### src/rtl/pnz_pkg.sv
`timescale 1ns / 1ps
`default_nettype none

package pnz_pkg;

   localparam int unsigned RomDepth = 257;
   localparam int unsigned RomAddrW = $clog2(RomDepth);

   typedef logic [RomAddrW-1:0] rom_addr_type;
   typedef logic [7:0]          byte_type;

   // Hash permutation; the last entry repeats the first so idx+1 never wraps.
   localparam byte_type PERM_ROM [RomDepth] = '{
      8'd151, 8'd160, 8'd137, 8'd91,  8'd90,  8'd15,
      8'd131, 8'd13,  8'd201, 8'd95,  8'd96,  8'd53,  8'd194, 8'd233, 8'd7,   8'd225,
      8'd140, 8'd36,  8'd103, 8'd30,  8'd69,  8'd142, 8'd8,   8'd99,  8'd37,  8'd240,
      8'd21,  8'd10,  8'd23,
      8'd190, 8'd6,   8'd148, 8'd247, 8'd120, 8'd234, 8'd75,  8'd0,   8'd26,  8'd197,
      8'd62,  8'd94,  8'd252, 8'd219, 8'd203, 8'd117, 8'd35,  8'd11,  8'd32,  8'd57,
      8'd177, 8'd33,
      8'd88,  8'd237, 8'd149, 8'd56,  8'd87,  8'd174, 8'd20,  8'd125, 8'd136, 8'd171,
      8'd168, 8'd68,  8'd175, 8'd74,  8'd165, 8'd71,  8'd134, 8'd139, 8'd48,  8'd27,
      8'd166,
      8'd77,  8'd146, 8'd158, 8'd231, 8'd83,  8'd111, 8'd229, 8'd122, 8'd60,  8'd211,
      8'd133, 8'd230, 8'd220, 8'd105, 8'd92,  8'd41,  8'd55,  8'd46,  8'd245, 8'd40,
      8'd244,
      8'd102, 8'd143, 8'd54,  8'd65,  8'd25,  8'd63,  8'd161, 8'd1,   8'd216, 8'd80,
      8'd73,  8'd209, 8'd76,  8'd132, 8'd187, 8'd208, 8'd89,  8'd18,  8'd169, 8'd200,
      8'd196,
      8'd135, 8'd130, 8'd116, 8'd188, 8'd159, 8'd86,  8'd164, 8'd100, 8'd109, 8'd198,
      8'd173, 8'd186, 8'd3,   8'd64,  8'd52,  8'd217, 8'd226, 8'd250, 8'd124, 8'd123,
      8'd5,   8'd202, 8'd38,  8'd147, 8'd118, 8'd126, 8'd255, 8'd82,  8'd85,  8'd212,
      8'd207, 8'd206, 8'd59,  8'd227, 8'd47,  8'd16,  8'd58,  8'd17,  8'd182, 8'd189,
      8'd28,  8'd42,
      8'd223, 8'd183, 8'd170, 8'd213, 8'd119, 8'd248, 8'd152, 8'd2,   8'd44,  8'd154,
      8'd163, 8'd70,  8'd221, 8'd153, 8'd101, 8'd155, 8'd167, 8'd43,  8'd172, 8'd9,
      8'd129, 8'd22,  8'd39,  8'd253, 8'd19,  8'd98,  8'd108, 8'd110, 8'd79,  8'd113,
      8'd224, 8'd232, 8'd178, 8'd185, 8'd112, 8'd104, 8'd218, 8'd246, 8'd97,  8'd228,
      8'd251, 8'd34,  8'd242, 8'd193, 8'd238, 8'd210, 8'd144, 8'd12,  8'd191, 8'd179,
      8'd162, 8'd241, 8'd81,  8'd51,  8'd145, 8'd235, 8'd249, 8'd14,  8'd239, 8'd107,
      8'd49,  8'd192, 8'd214, 8'd31,  8'd181, 8'd199, 8'd106, 8'd157, 8'd184, 8'd84,
      8'd204, 8'd176, 8'd115, 8'd121, 8'd50,  8'd45,  8'd127, 8'd4,   8'd150, 8'd254,
      8'd138, 8'd236, 8'd205, 8'd93,  8'd222, 8'd114, 8'd67,  8'd29,  8'd24,  8'd72,
      8'd243, 8'd141, 8'd128, 8'd195, 8'd78,  8'd66,  8'd215, 8'd61,  8'd156, 8'd180,
      8'd151
   };

   // Addresses past the last entry cannot occur; they read the last entry.
   function automatic byte_type perm_read(input rom_addr_type idx);
      byte_type val;
      if (idx >= rom_addr_type'(RomDepth - 1)) begin
         val = PERM_ROM[RomDepth-1];
      end else begin
         val = PERM_ROM[idx];
      end
      return val;
   endfunction

   // Upper byte of an unsigned 8x8 product.
   function automatic byte_type mul_hi8(input byte_type a, input byte_type b);
      logic [15:0] prod;
      prod = {8'h00, a} * {8'h00, b};
      return prod[15:8];
   endfunction

   // Gradient: bit 2 swaps, bit 0 negates s, bit 1 negates r; (s + r) >>> 1.
   function automatic byte_type corner_grad(input byte_type h, input byte_type p,
                                            input byte_type q);
      byte_type   s;
      byte_type   r;
      logic [8:0] sum;
      s   = h[2] ? q : p;
      r   = h[2] ? p : q;
      s   = h[0] ? 8'(8'h00 - s) : s;
      r   = h[1] ? 8'(8'h00 - r) : r;
      sum = {s[7], s} + {r[7], r};
      return sum[8:1];
   endfunction

endpackage

`default_nettype wire

### src/rtl/pnz_blend.sv
`timescale 1ns / 1ps
`default_nettype none

// Signed lerp a -> b by f, three stages: compare/diff, multiply, add.
module pnz_blend (
   input  wire logic                clock,
   input  wire logic                reset,
   input  wire logic                in_valid,
   input  wire pnz_pkg::byte_type   a,
   input  wire pnz_pkg::byte_type   b,
   input  wire pnz_pkg::byte_type   f,
   output logic                     out_valid,
   output pnz_pkg::byte_type        result
);

   logic              gt_in;
   pnz_pkg::byte_type diff_in;
   pnz_pkg::byte_type hi_in;
   pnz_pkg::byte_type res_in;

   logic              v1_ff, v2_ff, v3_ff;
   logic              gt1_ff, gt2_ff;
   pnz_pkg::byte_type a1_ff, a2_ff;
   pnz_pkg::byte_type diff1_ff, f1_ff, hi2_ff, res_ff;

   always_comb begin
      gt_in   = $signed(b) > $signed(a);
      diff_in = gt_in ? 8'(b - a) : 8'(a - b);
      hi_in   = pnz_pkg::mul_hi8(diff1_ff, f1_ff);
      res_in  = gt2_ff ? 8'(a2_ff + hi2_ff) : 8'(a2_ff - hi2_ff);
   end

   always_ff @(posedge clock) begin
      if (reset) begin
         v1_ff <= 1'b0;
         v2_ff <= 1'b0;
         v3_ff <= 1'b0;
      end else begin
         v1_ff <= in_valid;
         v2_ff <= v1_ff;
         v3_ff <= v2_ff;
      end
   end

   always_ff @(posedge clock) begin
      a1_ff    <= a;
      gt1_ff   <= gt_in;
      diff1_ff <= diff_in;
      f1_ff    <= f;
      a2_ff    <= a1_ff;
      gt2_ff   <= gt1_ff;
      hi2_ff   <= hi_in;
      res_ff   <= res_in;
   end

   assign out_valid = v3_ff;
   assign result    = res_ff;

endmodule

`default_nettype wire

### src/rtl/perlin_noise_2d_8bit.sv
`timescale 1ns / 1ps
`default_nettype none

// 2D Perlin-style noise, 8-bit. A request (req_coord_x, req_coord_y) is taken
// on every clock edge where start is high; busy is always low, so a new
// coordinate can enter every cycle. Each request gives exactly one result,
// in request order, on rsp_noise_value with rsp_valid high for one cycle.
// The receiver cannot stall the output and does not need to: the pipeline
// never holds items back. Throughput is one sample per clock; the datapath
// has 9 stages (two hash ROM stages, a gradient stage, and two 3-stage lerp
// rounds: two blend units for x, one for y, each around one 8x8 multiply).
// High byte of each coordinate selects the lattice cell, low byte the
// position in it. The block has no state besides its pipeline registers.
module perlin_noise_2d_8bit (
   input  wire logic               clock,
   input  wire logic               reset,
   input  wire logic               start,
   output logic                    busy,
   input  wire logic [15:0]        req_coord_x,
   input  wire logic [15:0]        req_coord_y,
   output logic                    rsp_valid,
   output logic signed [7:0]       rsp_noise_value
);

   localparam pnz_pkg::byte_type NoiseBias = 8'd64;

   // ---------------- stage 1: first hash level, ease multiply ----------------
   logic              accept;
   pnz_pkg::byte_type ha_in, hb_in;
   pnz_pkg::byte_type mx_in, my_in;
   pnz_pkg::byte_type sqx_in, sqy_in;

   logic              v1_ff;
   pnz_pkg::byte_type ha1_ff, hb1_ff, fx1_ff, fy1_ff, sqx1_ff, sqy1_ff;

   assign busy   = 1'b0;
   assign accept = start && !busy;

   always_comb begin
      ha_in  = 8'(pnz_pkg::perm_read({1'b0, req_coord_x[15:8]}) + req_coord_y[15:8]);
      hb_in  = 8'(pnz_pkg::perm_read(9'({1'b0, req_coord_x[15:8]} + 9'd1))
                  + req_coord_y[15:8]);
      // fold the upper half of the curve: 255 - t
      mx_in  = req_coord_x[7] ? ~req_coord_x[7:0] : req_coord_x[7:0];
      my_in  = req_coord_y[7] ? ~req_coord_y[7:0] : req_coord_y[7:0];
      sqx_in = pnz_pkg::mul_hi8(mx_in, mx_in);
      sqy_in = pnz_pkg::mul_hi8(my_in, my_in);
   end

   // ---------------- stage 2: corner hashes, finish ease ----------------
   pnz_pkg::byte_type haa_in, hab_in, hba_in, hbb_in;
   pnz_pkg::byte_type eu_in, ev_in;

   logic              v2_ff;
   pnz_pkg::byte_type haa2_ff, hab2_ff, hba2_ff, hbb2_ff, eu2_ff, ev2_ff;
   logic [6:0]        px2_ff, py2_ff;

   always_comb begin
      haa_in = pnz_pkg::perm_read({1'b0, ha1_ff});
      hab_in = pnz_pkg::perm_read(9'({1'b0, ha1_ff} + 9'd1));
      hba_in = pnz_pkg::perm_read({1'b0, hb1_ff});
      hbb_in = pnz_pkg::perm_read(9'({1'b0, hb1_ff} + 9'd1));
      eu_in  = fx1_ff[7] ? ~{sqx1_ff[6:0], 1'b0} : {sqx1_ff[6:0], 1'b0};
      ev_in  = fy1_ff[7] ? ~{sqy1_ff[6:0], 1'b0} : {sqy1_ff[6:0], 1'b0};
   end

   // ---------------- stage 3: gradients ----------------
   // Offsets: p = frac >> 1, and p - 128 is the same bits with the top set.
   pnz_pkg::byte_type g1_in, g2_in, g3_in, g4_in;

   logic              v3_ff;
   pnz_pkg::byte_type g1_ff, g2_ff, g3_ff, g4_ff, eu3_ff, ev3_ff;

   always_comb begin
      g1_in = pnz_pkg::corner_grad(pnz_pkg::perm_read({1'b0, haa2_ff}),
                                   {1'b0, px2_ff}, {1'b0, py2_ff});
      g2_in = pnz_pkg::corner_grad(pnz_pkg::perm_read({1'b0, hba2_ff}),
                                   {1'b1, px2_ff}, {1'b0, py2_ff});
      g3_in = pnz_pkg::corner_grad(pnz_pkg::perm_read({1'b0, hab2_ff}),
                                   {1'b0, px2_ff}, {1'b1, py2_ff});
      g4_in = pnz_pkg::corner_grad(pnz_pkg::perm_read({1'b0, hbb2_ff}),
                                   {1'b1, px2_ff}, {1'b1, py2_ff});
   end

   always_ff @(posedge clock) begin
      if (reset) begin
         v1_ff <= 1'b0;
         v2_ff <= 1'b0;
         v3_ff <= 1'b0;
      end else begin
         v1_ff <= accept;
         v2_ff <= v1_ff;
         v3_ff <= v2_ff;
      end
   end

   always_ff @(posedge clock) begin
      ha1_ff  <= ha_in;
      hb1_ff  <= hb_in;
      fx1_ff  <= req_coord_x[7:0];
      fy1_ff  <= req_coord_y[7:0];
      sqx1_ff <= sqx_in;
      sqy1_ff <= sqy_in;

      haa2_ff <= haa_in;
      hab2_ff <= hab_in;
      hba2_ff <= hba_in;
      hbb2_ff <= hbb_in;
      eu2_ff  <= eu_in;
      ev2_ff  <= ev_in;
      px2_ff  <= fx1_ff[7:1];
      py2_ff  <= fy1_ff[7:1];

      g1_ff   <= g1_in;
      g2_ff   <= g2_in;
      g3_ff   <= g3_in;
      g4_ff   <= g4_in;
      eu3_ff  <= eu2_ff;
      ev3_ff  <= ev2_ff;
   end

   // ---------------- stages 4-6: blend along x ----------------
   logic              row0_valid, row1_valid;
   pnz_pkg::byte_type row0, row1;
   pnz_pkg::byte_type ev4_ff, ev5_ff, ev6_ff;

   pnz_blend u_row0 (
      .clock     (clock),
      .reset     (reset),
      .in_valid  (v3_ff),
      .a         (g1_ff),
      .b         (g2_ff),
      .f         (eu3_ff),
      .out_valid (row0_valid),
      .result    (row0)
   );

   pnz_blend u_row1 (
      .clock     (clock),
      .reset     (reset),
      .in_valid  (v3_ff),
      .a         (g3_ff),
      .b         (g4_ff),
      .f         (eu3_ff),
      .out_valid (row1_valid),
      .result    (row1)
   );

   // y weight rides alongside the x blends
   always_ff @(posedge clock) begin
      ev4_ff <= ev3_ff;
      ev5_ff <= ev4_ff;
      ev6_ff <= ev5_ff;
   end

   // ---------------- stages 7-9: blend along y ----------------
   logic              fin_valid;
   pnz_pkg::byte_type fin;

   pnz_blend u_col (
      .clock     (clock),
      .reset     (reset),
      .in_valid  (row0_valid && row1_valid),
      .a         (row0),
      .b         (row1),
      .f         (ev6_ff),
      .out_valid (fin_valid),
      .result    (fin)
   );

   assign rsp_valid       = fin_valid;
   assign rsp_noise_value = $signed(8'(fin + NoiseBias));

endmodule

`default_nettype wire

### config.mk
export PLATFORM = sky130hd
export DESIGN_NAME = perlin_noise_2d_8bit
export DESIGN_NICKNAME = d
export VERILOG_FILES = /design/src/rtl/pnz_pkg.sv /design/src/rtl/pnz_blend.sv /design/src/rtl/perlin_noise_2d_8bit.sv
export SDC_FILE = /design/constraint.sdc
export NUM_CORES = 2
export LEC_CHECK = 0
export BUFFER_PORTS_ARGS = -buffer_cell sky130_fd_sc_hd__buf_2
export CORE_UTILIZATION = 60
export CTS_BUF_LIST = sky130_fd_sc_hd__clkbuf_8 sky130_fd_sc_hd__clkbuf_16
export CTS_CLUSTER_SIZE = 28
export DETAILED_ROUTE_END_ITERATION = 6
export PLACE_DENSITY_LB_ADDON = 0.1
export SYNTH_ARGS = -nofsm -noshare
export SYNTH_HDL_FRONTEND = slang
export SYNTH_SLANG_ARGS = --single-unit
### constraint.sdc
create_clock -name clock -period 5.11 [get_ports clock]
set_input_delay 0.7665 -clock clock [delete_from_list [all_inputs] [get_ports clock]]
set_output_delay 0.7665 -clock clock [all_outputs]
set_load 0.01 [all_outputs]
==> metrics.md <==
| Metric | Value |
|---|---|
| CTS Buf Count | 38 |
| Hold EP | u_row1.a2_ff[5] |
| XOR/XNOR share of the synthesized area | 4.56% |
| Failing checks | design-rule violations |
| Worst slack, placed | -0.00172 ns |
| Worst reg-to-reg path cell count | 15 |
| Dominant cell type by area after synthesis | dfxtp_1 |
| Core area | 79300 µm² |
| Synth area leaders | dfxtp_1 14%, ha_1 9.9%, fa_1 6.5%, a21oi_1 5.7%, o21ai_0 4.9% |
| Crit path max fanout | 8 |
| Layout Cells excl Fill | 7416 |
| Syn_nets | 7117 |
| Post-layout min period | 4.92 ns |
| Via count | 52270 |
| Synth top area share | 13.7% |
| R2R Path Start | u_row1.diff1_ff[4] |
| Worst hold path stage count | 0 |
| Worst-skew pair later-pin latency | 0.60 ns |
| Final Slew Violations | 0 |
| Post-route setup slack | 0.189 ns |
| DP Area | 49900 µm² |
| Max cap viols | 0 |
| Post-route cell area | 51400 µm² |
| RSZ-0062 raised after global routing | false |
| Row count | 103 |
| Post-synthesis adder-cell area fraction | 16.4% |
| Post-Synth Simple-Gate Area | 19.3% |
| Initial antenna violation count | 2 |
| CTS tree | done |
| Hold buffer count at CTS | 0 |
| H-Tree Depth | 2 |
| Worst Skew | 0.0527 ns |
| EDFF count, synth | 0 |
| Starting DRT DRC Count | 8260 |
| Crit path launch type | register |
| Endpoint class of the critical path | register |
| DR pass1 iterations | 7 |
| DP Cell Count | 7343 |
| Vias per std cell | 7.05 |
| Area Overhead vs Synth | 6.56% |
| Slew @ Worst Pin | 1.19 ns |
| Total Die Area | 81500 µm² |
| Initial Utilization | 60.9% |
| Register area share after synthesis | 13.7% |
| GRT Resource Usage Total | 42.1% |
| Worst setup path category | reg -> reg |
| Compound-Gate Fraction of Synth Area | 29.0% |
| RePlAce Congestion | 1.09 |
| Status | finished, violations left |
| Hold crit path type | reg -> reg |
| Max Clk Rate | 203 MHz |
| Final setup viols | 0 |
| Post-synthesis register bit count | 329 |
| Asr flop ratio synth | 0% |
| Hold_ws | 0.314 ns |
| Yosys Warn Count | 0 |
| Routed len/inst | 23.9 µm |
| Fin. Hold Viols | 0 |
| Cell count after synthesis | 6545 |
| Clk pin slew, worst setup/hold paths | 0.06 ns |
| Critical path data arrival time | 5.37 ns |
| Clock Sinks | 329 |
| Clock Tree Buf Depth | 3 |
| Vias in the first global route | 49531 |
| Tcrit/Tclk final | 96.3% |
| Flop-to-flop setup slack | 0.19 ns |
| Root buf cell | clkbuf_16 |
| Nets | 6909 |
| Largest family of logic cells by synthesized area | compound AO/OA/AOI/OAI gates |
| Port Buf Inserts | 43 |
| Die width | 286 µm |
| Synthesized area per cell | 7.37 µm² |
| Primary FF master, synth | dfxtp_1 |
| Pin count of the biggest net entering global routing | 136 |
| Final WL | 177000 µm |
| DPL Wire Length | 126000 µm |
| DRC viols | 16 |
| Overflow after GRT | 0 |
| Chip Height | 286 µm |
| Synth unique cells | 99 |
| Final ANT Viol Nets | 0 |
| HP Start | u_row1.a1_ff[5] |
| Share of cells above drive strength 1 | 11.0% |
| Reg2reg end | u_row1.hi2_ff[7] |
| Mapped cell area | 48200 µm² |
| Max_slew headroom | 18.5% |
| WP data required | 5.56 ns |
| Post-synthesis mux area share | 8.60% |
| I/O pin cnt | 45 |
| First-pass GRT wire length | 279000 µm |
-- layer usage --
| layer | track usage (%) | up-vias | routed length (µm) |
|---|---|---|---|
| met5 | 0 | - | 33 |
| met2 | 65.2 | 3860 | 77500 |
| li1 | - | 23287 | - |
| met3 | 9.70 | 947 | 21700 |
| met4 | 24.0 | 4 | 11600 |
| met1 | 53.9 | 24172 | 66300 |
-- what timing repair did --
item	4_1_cts	5_1_grt
resized for setup	0	27
buffers inserted	0	3
endpoints found under the setup margin	0	19
-- cells in the final DEF, fill, tap and decap left out, drive strengths merged, types with 109 or more instances in the layout --
master and instances:
o21ai 478, inv 451, nor2b 109, nor3 198, fa 157, xnor2 164
a21oi 550, nand2 552, nor2 484, ha 380, a211oi 121, a31oi 136
and2 155, nand3 203, mux2i 128, buf 349, dfxtp 329, o211ai 141
-- critical path, stage by stage, from the launching register on --
cell      delay, ns
dfxtp_1        0.42
and2_1         0.23
fa_1           0.53
inv_1          0.05
fa_1           0.50
fa_1           0.55
fa_1           0.55
inv_1          0.05
ha_1           0.33
and3_1         0.16
a21oi_1        0.14
o21ai_0        0.20
o41a_1         0.43
a211oi_1       0.39
o21bai_1       0.14
xnor2_1        0.14
-- kinds of logic after synthesis --
kind of cell	after synthesis
mux	275
xor+xnor	251
compound gates	2133
fa+ha+maj	538
simple gates	1965
other cells	1
buf+inv	1053
flops	329
-- area by class of cell --
| type | instances | area, µm² |
|---|---|---|
| diodes | 2 | 5.00 |
| clock buffers | 39 | 965 |
| clock inverters | 28 | 378 |
| fillers | 7081 | 27900 |
| inverters | 456 | 1710 |
| multi-input cells | 5163 | 37800 |
| flip-flops and latches | 329 | 6610 |
| well taps | 1050 | 1310 |
| repair buffers | 349 | 2650 |
-- how the worst max path moves through the flow --
stage	slack, ns	start	endpoint	cells past startpoint
after floorplan	-0.0007	req_coord_y[7]	sqy1_ff[6]	15
after global placement	0.06	req_coord_x[7]	sqx1_ff[6]	14
after detailed placement	-0.002	req_coord_x[7]	sqx1_ff[6]	14
after CTS	0.01	u_row1.f1_ff[3]	u_row1.hi2_ff[7]	15
after global routing	0.004	hba2_ff[3]	g2_ff[6]	18
final	0.19	u_row1.diff1_ff[4]	u_row1.hi2_ff[7]	15
-- Yosys cell counts, types with 157 or more instances --
cell type  count
a21oi_1      550
clkbuf_1     445
dfxtp_1      329
fa_1         157
ha_1         380
inv_1        429
nand2_1      552
nand3_1      203
nor2_1       484
nor3_1       197
o21ai_0      473
xnor2_1      164
-- per-stage QoR --
| stage | TNS (ns) | util, % |
|---|---|---|
| after floorplan | -0.000715 | - |
| after global placement | 0 | 63.0 |
| after detailed placement | -0.00172 | 63.0 |
| after CTS | 0 | 64.7 |
| after global routing | 0 | 64.8 |
| final | 0 | 64.8 |
Power is left out: the tool's default activity adds up to more than one toggle a clock period on the data nets, which glitch-free logic cannot reach.
